===== src/design/imr_pkg.sv =====
`timescale 1ns / 1ps
// Shared types and constants of the image rescaler.
// Depends on nothing; every other file of the block but imr_ram and imr_checker uses it.
package imr_pkg;

  localparam int COORD_W = 12;  // source and destination coordinates
  localparam int DIM_W   = 13;  // clamped source and destination sizes
  localparam int FRAC_W  = 8;   // Q0.8 blend fraction
  localparam int PIX_W   = 32;
  localparam int CFG_IDX_W  = 3;
  localparam int CFG_DATA_W = 13;

  // Operation codes
  localparam logic OP_LOAD = 1'b0;
  localparam logic OP_REQ  = 1'b1;

  // Pixel modes
  localparam logic [1:0] MODE_PALETTE = 2'd0;
  localparam logic [1:0] MODE_RGB     = 2'd1;

  // Register indexes
  localparam logic [CFG_IDX_W-1:0] CFG_SRC_WIDTH  = 3'd0;
  localparam logic [CFG_IDX_W-1:0] CFG_SRC_HEIGHT = 3'd1;
  localparam logic [CFG_IDX_W-1:0] CFG_DST_WIDTH  = 3'd2;
  localparam logic [CFG_IDX_W-1:0] CFG_DST_HEIGHT = 3'd3;
  localparam logic [CFG_IDX_W-1:0] CFG_PIXEL_MODE = 3'd4;

  typedef struct packed {
    logic                 op;
    logic [7:0]           src_x;
    logic [7:0]           src_y;
    logic [PIX_W-1:0]     src_pixel;
    logic [COORD_W-1:0]   dst_x;
    logic [COORD_W-1:0]   dst_y;
  } in_word_t;

  // Effective configuration, sizes already clamped to their legal range
  typedef struct packed {
    logic [DIM_W-1:0] sw;
    logic [DIM_W-1:0] sh;
    logic [DIM_W-1:0] dw;
    logic [DIM_W-1:0] dh;
    logic [1:0]       mode;
  } cfg_t;

  // Request after coordinate mapping
  typedef struct packed {
    in_word_t            w;
    logic [COORD_W-1:0]  ix;
    logic [COORD_W-1:0]  iy;
    logic [FRAC_W-1:0]   fx;
    logic [FRAC_W-1:0]   fy;
  } pos_word_t;

  typedef struct packed {
    logic [PIX_W-1:0]   pixel;
    logic [COORD_W-1:0] x;
    logic [COORD_W-1:0] y;
  } out_word_t;

endpackage


===== src/design/imr_map.sv =====
`timescale 1ns / 1ps
// Coordinate mapping pipeline: dst*src/dst as integer part and Q0.8 fraction.
// One multiply stage, two long-division steps per stage, one clamp stage. Uses imr_pkg.
module imr_map (
  input  logic               clk,
  input  logic               rst_n,
  input  imr_pkg::in_word_t  in_word,
  input  logic               in_valid,
  output logic               in_ready,
  input  imr_pkg::cfg_t      cfg,
  output imr_pkg::pos_word_t pos_word,
  output logic               pos_valid,
  input  logic               pos_ready
);

  localparam int PW  = imr_pkg::COORD_W + imr_pkg::DIM_W;  // product width
  localparam int QW  = PW + imr_pkg::FRAC_W;               // quotient width
  localparam int SPS = 2;                                  // steps per stage
  localparam int NST = (QW + SPS - 1) / SPS;
  localparam int DW  = imr_pkg::DIM_W;

  logic [NST+1:0]      v_r;
  logic [NST+2:0]      en;
  imr_pkg::in_word_t   w_r  [NST+1];
  logic [QW-1:0]       qx_r [NST+1];
  logic [QW-1:0]       qy_r [NST+1];
  logic [DW-1:0]       rx_r [NST+1];
  logic [DW-1:0]       ry_r [NST+1];
  imr_pkg::pos_word_t  pos_r;
  logic [PW-1:0]       prod_x;
  logic [PW-1:0]       prod_y;

  // Restoring division, up to SPS quotient bits starting at bit number first
  function automatic logic [DW+QW-1:0] div_steps(input logic [DW-1:0] r_in,
                                                 input logic [QW-1:0] q_in,
                                                 input logic [DW-1:0] d,
                                                 input int first);
    logic [DW-1:0] r;
    logic [QW-1:0] q;
    logic [DW:0]   t;
    r = r_in;
    q = q_in;
    for (int j = 0; j < SPS; j++) begin
      if (first + j < QW) begin
        t = {r, q[QW-1]};
        q = {q[QW-2:0], 1'b0};
        if (t >= {1'b0, d}) begin
          t    = t - {1'b0, d};
          q[0] = 1'b1;
        end
        r = t[DW-1:0];
      end
    end
    return {r, q};
  endfunction

  // Stage enables: a stage moves when empty or when the next one moves
  assign en[NST+2] = pos_ready;
  for (genvar k = 0; k <= NST + 1; k++) begin : g_en
    assign en[k] = !v_r[k] || en[k+1];
  end
  assign in_ready  = en[0];
  assign pos_valid = v_r[NST+1];
  assign pos_word  = pos_r;

  // Advance valid bits
  always_ff @(posedge clk) begin
    if (!rst_n) begin
      v_r <= '0;
    end else begin
      if (en[0]) begin
        v_r[0] <= in_valid;
      end
      for (int k = 1; k <= NST + 1; k++) begin
        if (en[k]) begin
          v_r[k] <= v_r[k-1];
        end
      end
    end
  end

  // Multiply stage
  assign prod_x = PW'(in_word.dst_x) * PW'(cfg.sw);
  assign prod_y = PW'(in_word.dst_y) * PW'(cfg.sh);

  always_ff @(posedge clk) begin
    if (en[0]) begin
      w_r[0]  <= in_word;
      qx_r[0] <= {prod_x, imr_pkg::FRAC_W'(0)};
      qy_r[0] <= {prod_y, imr_pkg::FRAC_W'(0)};
      rx_r[0] <= '0;
      ry_r[0] <= '0;
    end
  end

  // Division stages
  for (genvar k = 1; k <= NST; k++) begin : g_div
    logic [QW-1:0] qx_nxt;
    logic [QW-1:0] qy_nxt;
    logic [DW-1:0] rx_nxt;
    logic [DW-1:0] ry_nxt;

    always_comb begin
      {rx_nxt, qx_nxt} = div_steps(rx_r[k-1], qx_r[k-1], cfg.dw, (k - 1) * SPS);
      {ry_nxt, qy_nxt} = div_steps(ry_r[k-1], qy_r[k-1], cfg.dh, (k - 1) * SPS);
    end

    always_ff @(posedge clk) begin
      if (en[k]) begin
        w_r[k]  <= w_r[k-1];
        qx_r[k] <= qx_nxt;
        qy_r[k] <= qy_nxt;
        rx_r[k] <= rx_nxt;
        ry_r[k] <= ry_nxt;
      end
    end
  end

  // Clamp stage: saturate to last column or row with zero fraction
  logic [PW-1:0] ipx;
  logic [PW-1:0] ipy;
  imr_pkg::pos_word_t pos_nxt;

  always_comb begin
    ipx = qx_r[NST][QW-1:imr_pkg::FRAC_W];
    ipy = qy_r[NST][QW-1:imr_pkg::FRAC_W];
    pos_nxt.w = w_r[NST];
    if (ipx >= PW'(cfg.sw)) begin
      pos_nxt.ix = imr_pkg::COORD_W'(cfg.sw - DW'(1));
      pos_nxt.fx = '0;
    end else begin
      pos_nxt.ix = imr_pkg::COORD_W'(ipx);
      pos_nxt.fx = qx_r[NST][imr_pkg::FRAC_W-1:0];
    end
    if (ipy >= PW'(cfg.sh)) begin
      pos_nxt.iy = imr_pkg::COORD_W'(cfg.sh - DW'(1));
      pos_nxt.fy = '0;
    end else begin
      pos_nxt.iy = imr_pkg::COORD_W'(ipy);
      pos_nxt.fy = qy_r[NST][imr_pkg::FRAC_W-1:0];
    end
  end

  always_ff @(posedge clk) begin
    if (en[NST+1]) begin
      pos_r <= pos_nxt;
    end
  end

endmodule


===== config.mk =====
export PLATFORM = sky130hd
export DESIGN_NAME = imr_map
export DESIGN_NICKNAME = d
export VERILOG_FILES = /design/src/design/imr_pkg.sv /design/src/design/imr_map.sv
export SDC_FILE = /design/constraint.sdc
export NUM_CORES = 2
export LEC_CHECK = 0
export ABC_AREA = 1
export BUFFER_PORTS_ARGS = -buffer_cell sky130_fd_sc_hd__buf_2
export CAP_MARGIN = 20
export CELL_PAD_IN_SITES_DETAIL_PLACEMENT = 0
export CELL_PAD_IN_SITES_GLOBAL_PLACEMENT = 1
export CORE_UTILIZATION = 40
export CTS_CLUSTER_SIZE = 20
export DETAILED_ROUTE_END_ITERATION = 12
export HOLD_SLACK_MARGIN = 0.15
export PLACE_DENSITY = 0.69
export SYNTH_ARGS = -nofsm -noshare
export SYNTH_HDL_FRONTEND = slang
export SYNTH_SLANG_ARGS = --single-unit

===== constraint.sdc =====
create_clock -name clk -period 13.7 [get_ports clk]
set_input_delay 1.37 -clock clk [delete_from_list [all_inputs] [get_ports clk]]
set_output_delay 1.37 -clock clk [all_outputs]
set_load 0.005 [all_outputs]

**After elaboration in Yosys (flattened, before gate mapping)**

Memories as Yosys holds them, arrays and structs flattened. A register that Yosys moved wholly into a read port is not among the register bits.
Cells that the tools add are included.

- Flip-flop bits (word level): 59
- Bits in writable memories: 2,970
- Word-level logic and storage cells: 374
- Memories kept: 5

- Add/subtract/negate cells: 68
- Multipliers: 2
- Magnitude comparators: 68
- Mux-type cells: 170
- Reduce and logical (&&, ||, !) cells: 38

Memory list:

| memory | depth | bits a word | read ports | clocked after memory_dff | write ports | RTL line | RTL |
|---|---|---|---|---|---|---|---|
| w_r | 18 | 73 | 18 | 1 | 18 | imr_map.sv:24 | `imr_pkg::in_word_t w_r [NST+1];` |
| qx_r | 18 | 33 | 18 | 0 | 18 | imr_map.sv:25 | `logic [QW-1:0] qx_r [NST+1];` |
| qy_r | 18 | 33 | 18 | 0 | 18 | imr_map.sv:26 | `logic [QW-1:0] qy_r [NST+1];` |
| rx_r | 18 | 13 | 17 | 0 | 18 | imr_map.sv:27 | `logic [DW-1:0] rx_r [NST+1];` |
| ry_r | 18 | 13 | 17 | 0 | 18 | imr_map.sv:28 | `logic [DW-1:0] ry_r [NST+1];` |

Operators by type and width:

| operator | count |
|---|---|
| >= comparator 14 x 13 -> 1 bit | 66 |
| 2-to-1 mux 13 bit | 66 |
| subtractor 13 bit | 66 |
| 2-to-1 mux 1 bit | 102 |
| >= comparator 25 x 13 -> 1 bit | 2 |
| multiplier 12 x 13 -> 25 bit | 2 |
| 2-to-1 mux 12 bit | 2 |
| subtractor 12 x 1 -> 12 bit, second input constant | 2 |
| logical NOT 1 bit | 19 |
| logical OR 1 bit | 19 |

**Logic depth before layout (Yosys ltp)**

- Depth in word-level cells: 22
- Mapped depth: 29
- Depth with buffers taken out: 27

**Worst setup path before layout**

OpenSTA, ideal clock, no wires.

- Path type: input to register
- From: in pos_ready
- To: mem qx_r[1][0] (netlist name) (enable)
- Setup time: 1.075 ns
- Arrival time: 12.297 ns
- Data required time: 12.625 ns
- Slack: 0.328 ns
- Cell stages on the path: 10
- Buffers on the path: 0
- Cell sequence: inv_1 > nand4_4 > nor2_4 > nand4_4 > nor2_4 > nand4_4 > nor2_4 > nand4_4 > nor2_8 > nand3_2

RTL lines:

| element | RTL line | RTL |
|---|---|---|
| start, declared | imr_map.sv:13 | `input logic pos_ready` |
| end, declared | imr_map.sv:25 |  |

==> impl_metrics.py <==
metrics = {
    "route": {
        "wirelength_um": 335000,
        "first_iter_violations": 5389,
        "avgViaCountPerCell": 5.12,
        "wl_per_cell_um": 19.4,
        "dr.pass1.iters": 6,
        "via_count": 88609,
        "detail-route-antenna-nets": 0,
        "remaining_drc_errors": 0,
    },
    "worst_setup_path": {
        "cp-end-kind": "register",
        "cp.arrival_ns": 7.54,
        "worstPathMaxFanout": 22,
        "reg2reg_from": "qy_r[12][32]",
        "rr_endpoint": "ry_r[13][10]",
        "r2r_cells": 21,
        "r2r_setup_slack_ns": 8.01,
        "critPathCapture": "rx_r[4][1]",
        "worstSetupPathType": "input pin to register",
        "critPathRequiredTime_ns": 14.32,
        "cp-startpoint": "cfg[16]",
        "worst_setup_path_start_kind": "input pin",
    },
    "cts": {
        "htreeDepth": 5,
        "cts_tree": "done",
        "cts_resized": 0,
        "cts_buffer_depth": 4,
        "hold_buffers": 0,
        "post_cts_buffers": 0,
        "clk_latency_ns": 0.93,
        "cts.sinks": 2810,
        "cts_buffers": 306,
        "clk_pin_slew_ns": 0.06,
        "cts_root_buffer": "clkbuf_16",
    },
    "global_routing": {
        "grt_pass1_vias": 89513,
        "track_usage_pct": 18.7,
        "grt_max_degree": 100,
        "grt_overflow_total": 0,
        "antenna_found_initial": 16,
        "grt_pass1_wl_um": 516000,
    },
    "job": {
        "cap_violations": 0,
    },
    "power": {
        "powerDensity_nw_per_um2": 253,
        "irDropWorstVdd_mv": 0.137,
        "p_leak_nw": 67.5,
    },
    "logic_synthesis": {
        "synthDistinctLibCells": 70,
        "yosys_most_used_dff": "edfxtp_1",
        "syn-cell-area_um2": 141000,
        "synth_top_area_share_pct": 59.4,
        "ys_top_cells_by_area": "edfxtp_1, ha_1, nand2_1",
        "syn_avg_cell_area_um2": 11.8,
        "ys_seq_area_share_pct": 59.6,
        "synth_commonest_cells": "edfxtp_1, nand2_1, inv_1, ha_1, o21ai_0",
        "ys_warn_count": 0,
        "synth.most_common_cell": "edfxtp_1",
        "syn_nets": 13344,
        "synth_cells": 11955,
        "synth-seq-cells": 2810,
        "synth_edf_count": 2791,
        "synth_top_area_cell": "edfxtp_1",
        "postSynth.asyncResetShare_pct": 0,
    },
    "cells_and_area": {
        "area_growth_pct": 12.2,
        "nNetsFinal": 13822,
        "regArea_um2": 84200,
        "multiInputGateArea_um2": 51200,
        "nFillCells": 31456,
        "final_area_um2": 158000,
        "drive_gt1_share_pct": 8.57,
    },
    "die": {
        "chipWidth_um": 596,
        "start_util_pct": 40.3,
        "die_area_um2": 355000,
        "die_h_um": 596,
        "ioPinCount": 246,
        "core_area_um2": 350000,
        "fp-row-count": 217,
    },
    "worst_hold_path": {
        "holdPathStages": 0,
        "hold_class": "register to register",
        "hp-start": "qy_r[15][4]",
    },
    "place": {
        "post-place-ws_ns": 5.89,
        "hpwl_um": 233000,
        "gp_congestion": 0.884,
        "placed_cell_area_um2": 148000,
        "io_buffers": 243,
    },
    "sta": {
        "setup_slack_ns": 6.78,
        "setup-violations-final": 0,
        "hold_viol_final": 0,
        "finClkSkew_ns": 0.0812,
        "finalCriticalPeriod_ns": 6.92,
        "rsz0062_at_grt": "no",
        "worst_pin_slew_ns": 1.09,
        "max_freq_ghz": 0.145,
        "post-route-period-util_pct": 50.5,
        "max-slew-margin-rel_pct": 27.5,
        "setup_tns_ns": 0,
        "maxSlewViolCount": 0,
    },
    "outcome": {
        "status": "complete, no violations",
    },
}
==> worst min path at each step <==
stage | endpoint | slack, ns
floorplan | pos_word[100] | 0.40
global route | qx_r[16][20] | 0.39
detailed placement | pos_word[48] | 0.40
global placement | qx_r[17][6] | 0.40
finish | qy_r[16][6] | 0.38
CTS | qy_r[16][6] | 0.37
==> layer usage <==
metal	part of all wire (%)	GRT usage (%)	wire, µm
met5	0.0036	0	12
met4	2.6	5.08	8740
met3	4.4	2.49	14700
met2	48	31.6	159000
met1	45	25.1	152000
==> sequential cells by signal (all words and copies together) (netlist names) <==
register,count
w_r,1314
qx_r,474
qy_r,474
rx_r,208
ry_r,208
pos_word,113
v_r,19
==> area by class of cell <==
class	count	share of cell area, %
Antenna cell	6	0.00947
Clock buffer	367	5.08
Clock inverter	193	1.44
Inverter	1336	3.20
Multi-Input combinational cell	7637	32.3
Sequential cell	2810	53.1
Tap cell	4599	3.63
Timing Repair Buffer	342	1.24
==> cells by family (layout without fill, tap and decap cells) <==
group	Yosys count	count (layout)	synth area share (%)
xor+xnor	672	672	4.17
simple gates	3529	3529	10.5
other cells	0	6	0
compound gates	2178	2178	8.84
fa+ha+maj	1258	1258	12.6
buf+inv	1508	2238	4.21
flops	2810	2810	59.6
==> worst max-delay path, stage by stage <==
cell      delay, ns
buf_2          0.10
buf_4          0.18
inv_2          0.26
buf_4          0.53
buf_4          0.50
fa_1           0.31
a31oi_1        0.17
o31ai_2        0.32
nand3_1        0.15
nand3_2        0.23
inv_2          0.19
o21ai_0        0.31
ha_1           0.37
nand2_1        0.11
nand2_1        0.05
nor2_1         0.23
o21ai_1        0.13
a21boi_1       0.24
o221ai_1       0.14
a21oi_1        0.83
nand2_2        0.44
o21a_1         0.30
==> power breakdown <==
part	switching, W	internal (W)
sequential	0.000809	0.0124
clock	0.00346	0.00492
combinational	0.0116	0.00690
total	0.0158	0.0242
==> metrics by stage <==
step / utilization [%] / power, W / std cells / hold WS, ns
final: 45.2 / 0.0401 / 17290 / 0.376
after global routing: 45.2 / 0.0434 / 17287 / 0.390
after CTS: 45.2 / 0.0403 / 17284 / 0.368
after detailed placement: 42.3 / 0.0317 / 16724 / 0.405
after global placement: 42.3 / 0.0315 / 16724 / 0.400
after floorplan: - / 0.0274 / 11955 / 0.400
==> placed cells by master, fill, tap and decap left out, drive strengths merged, types with 44 or more instances in the layout <==
cell     instances
or2             71
nand2         2273
nand3          357
o21ai          918
a21o            65
clkbuf         367
o21a            85
a21oi          734
o21bai          55
nor3            77
buf            342
xnor2          304
nor2           582
inv           1353
clkinv         123
a31oi          112
edfxtp        2791
xor2           368
fa             276
o2111ai         44
ha             982
nand4          143
Note: power is estimated with default switching activity, not from simulation.
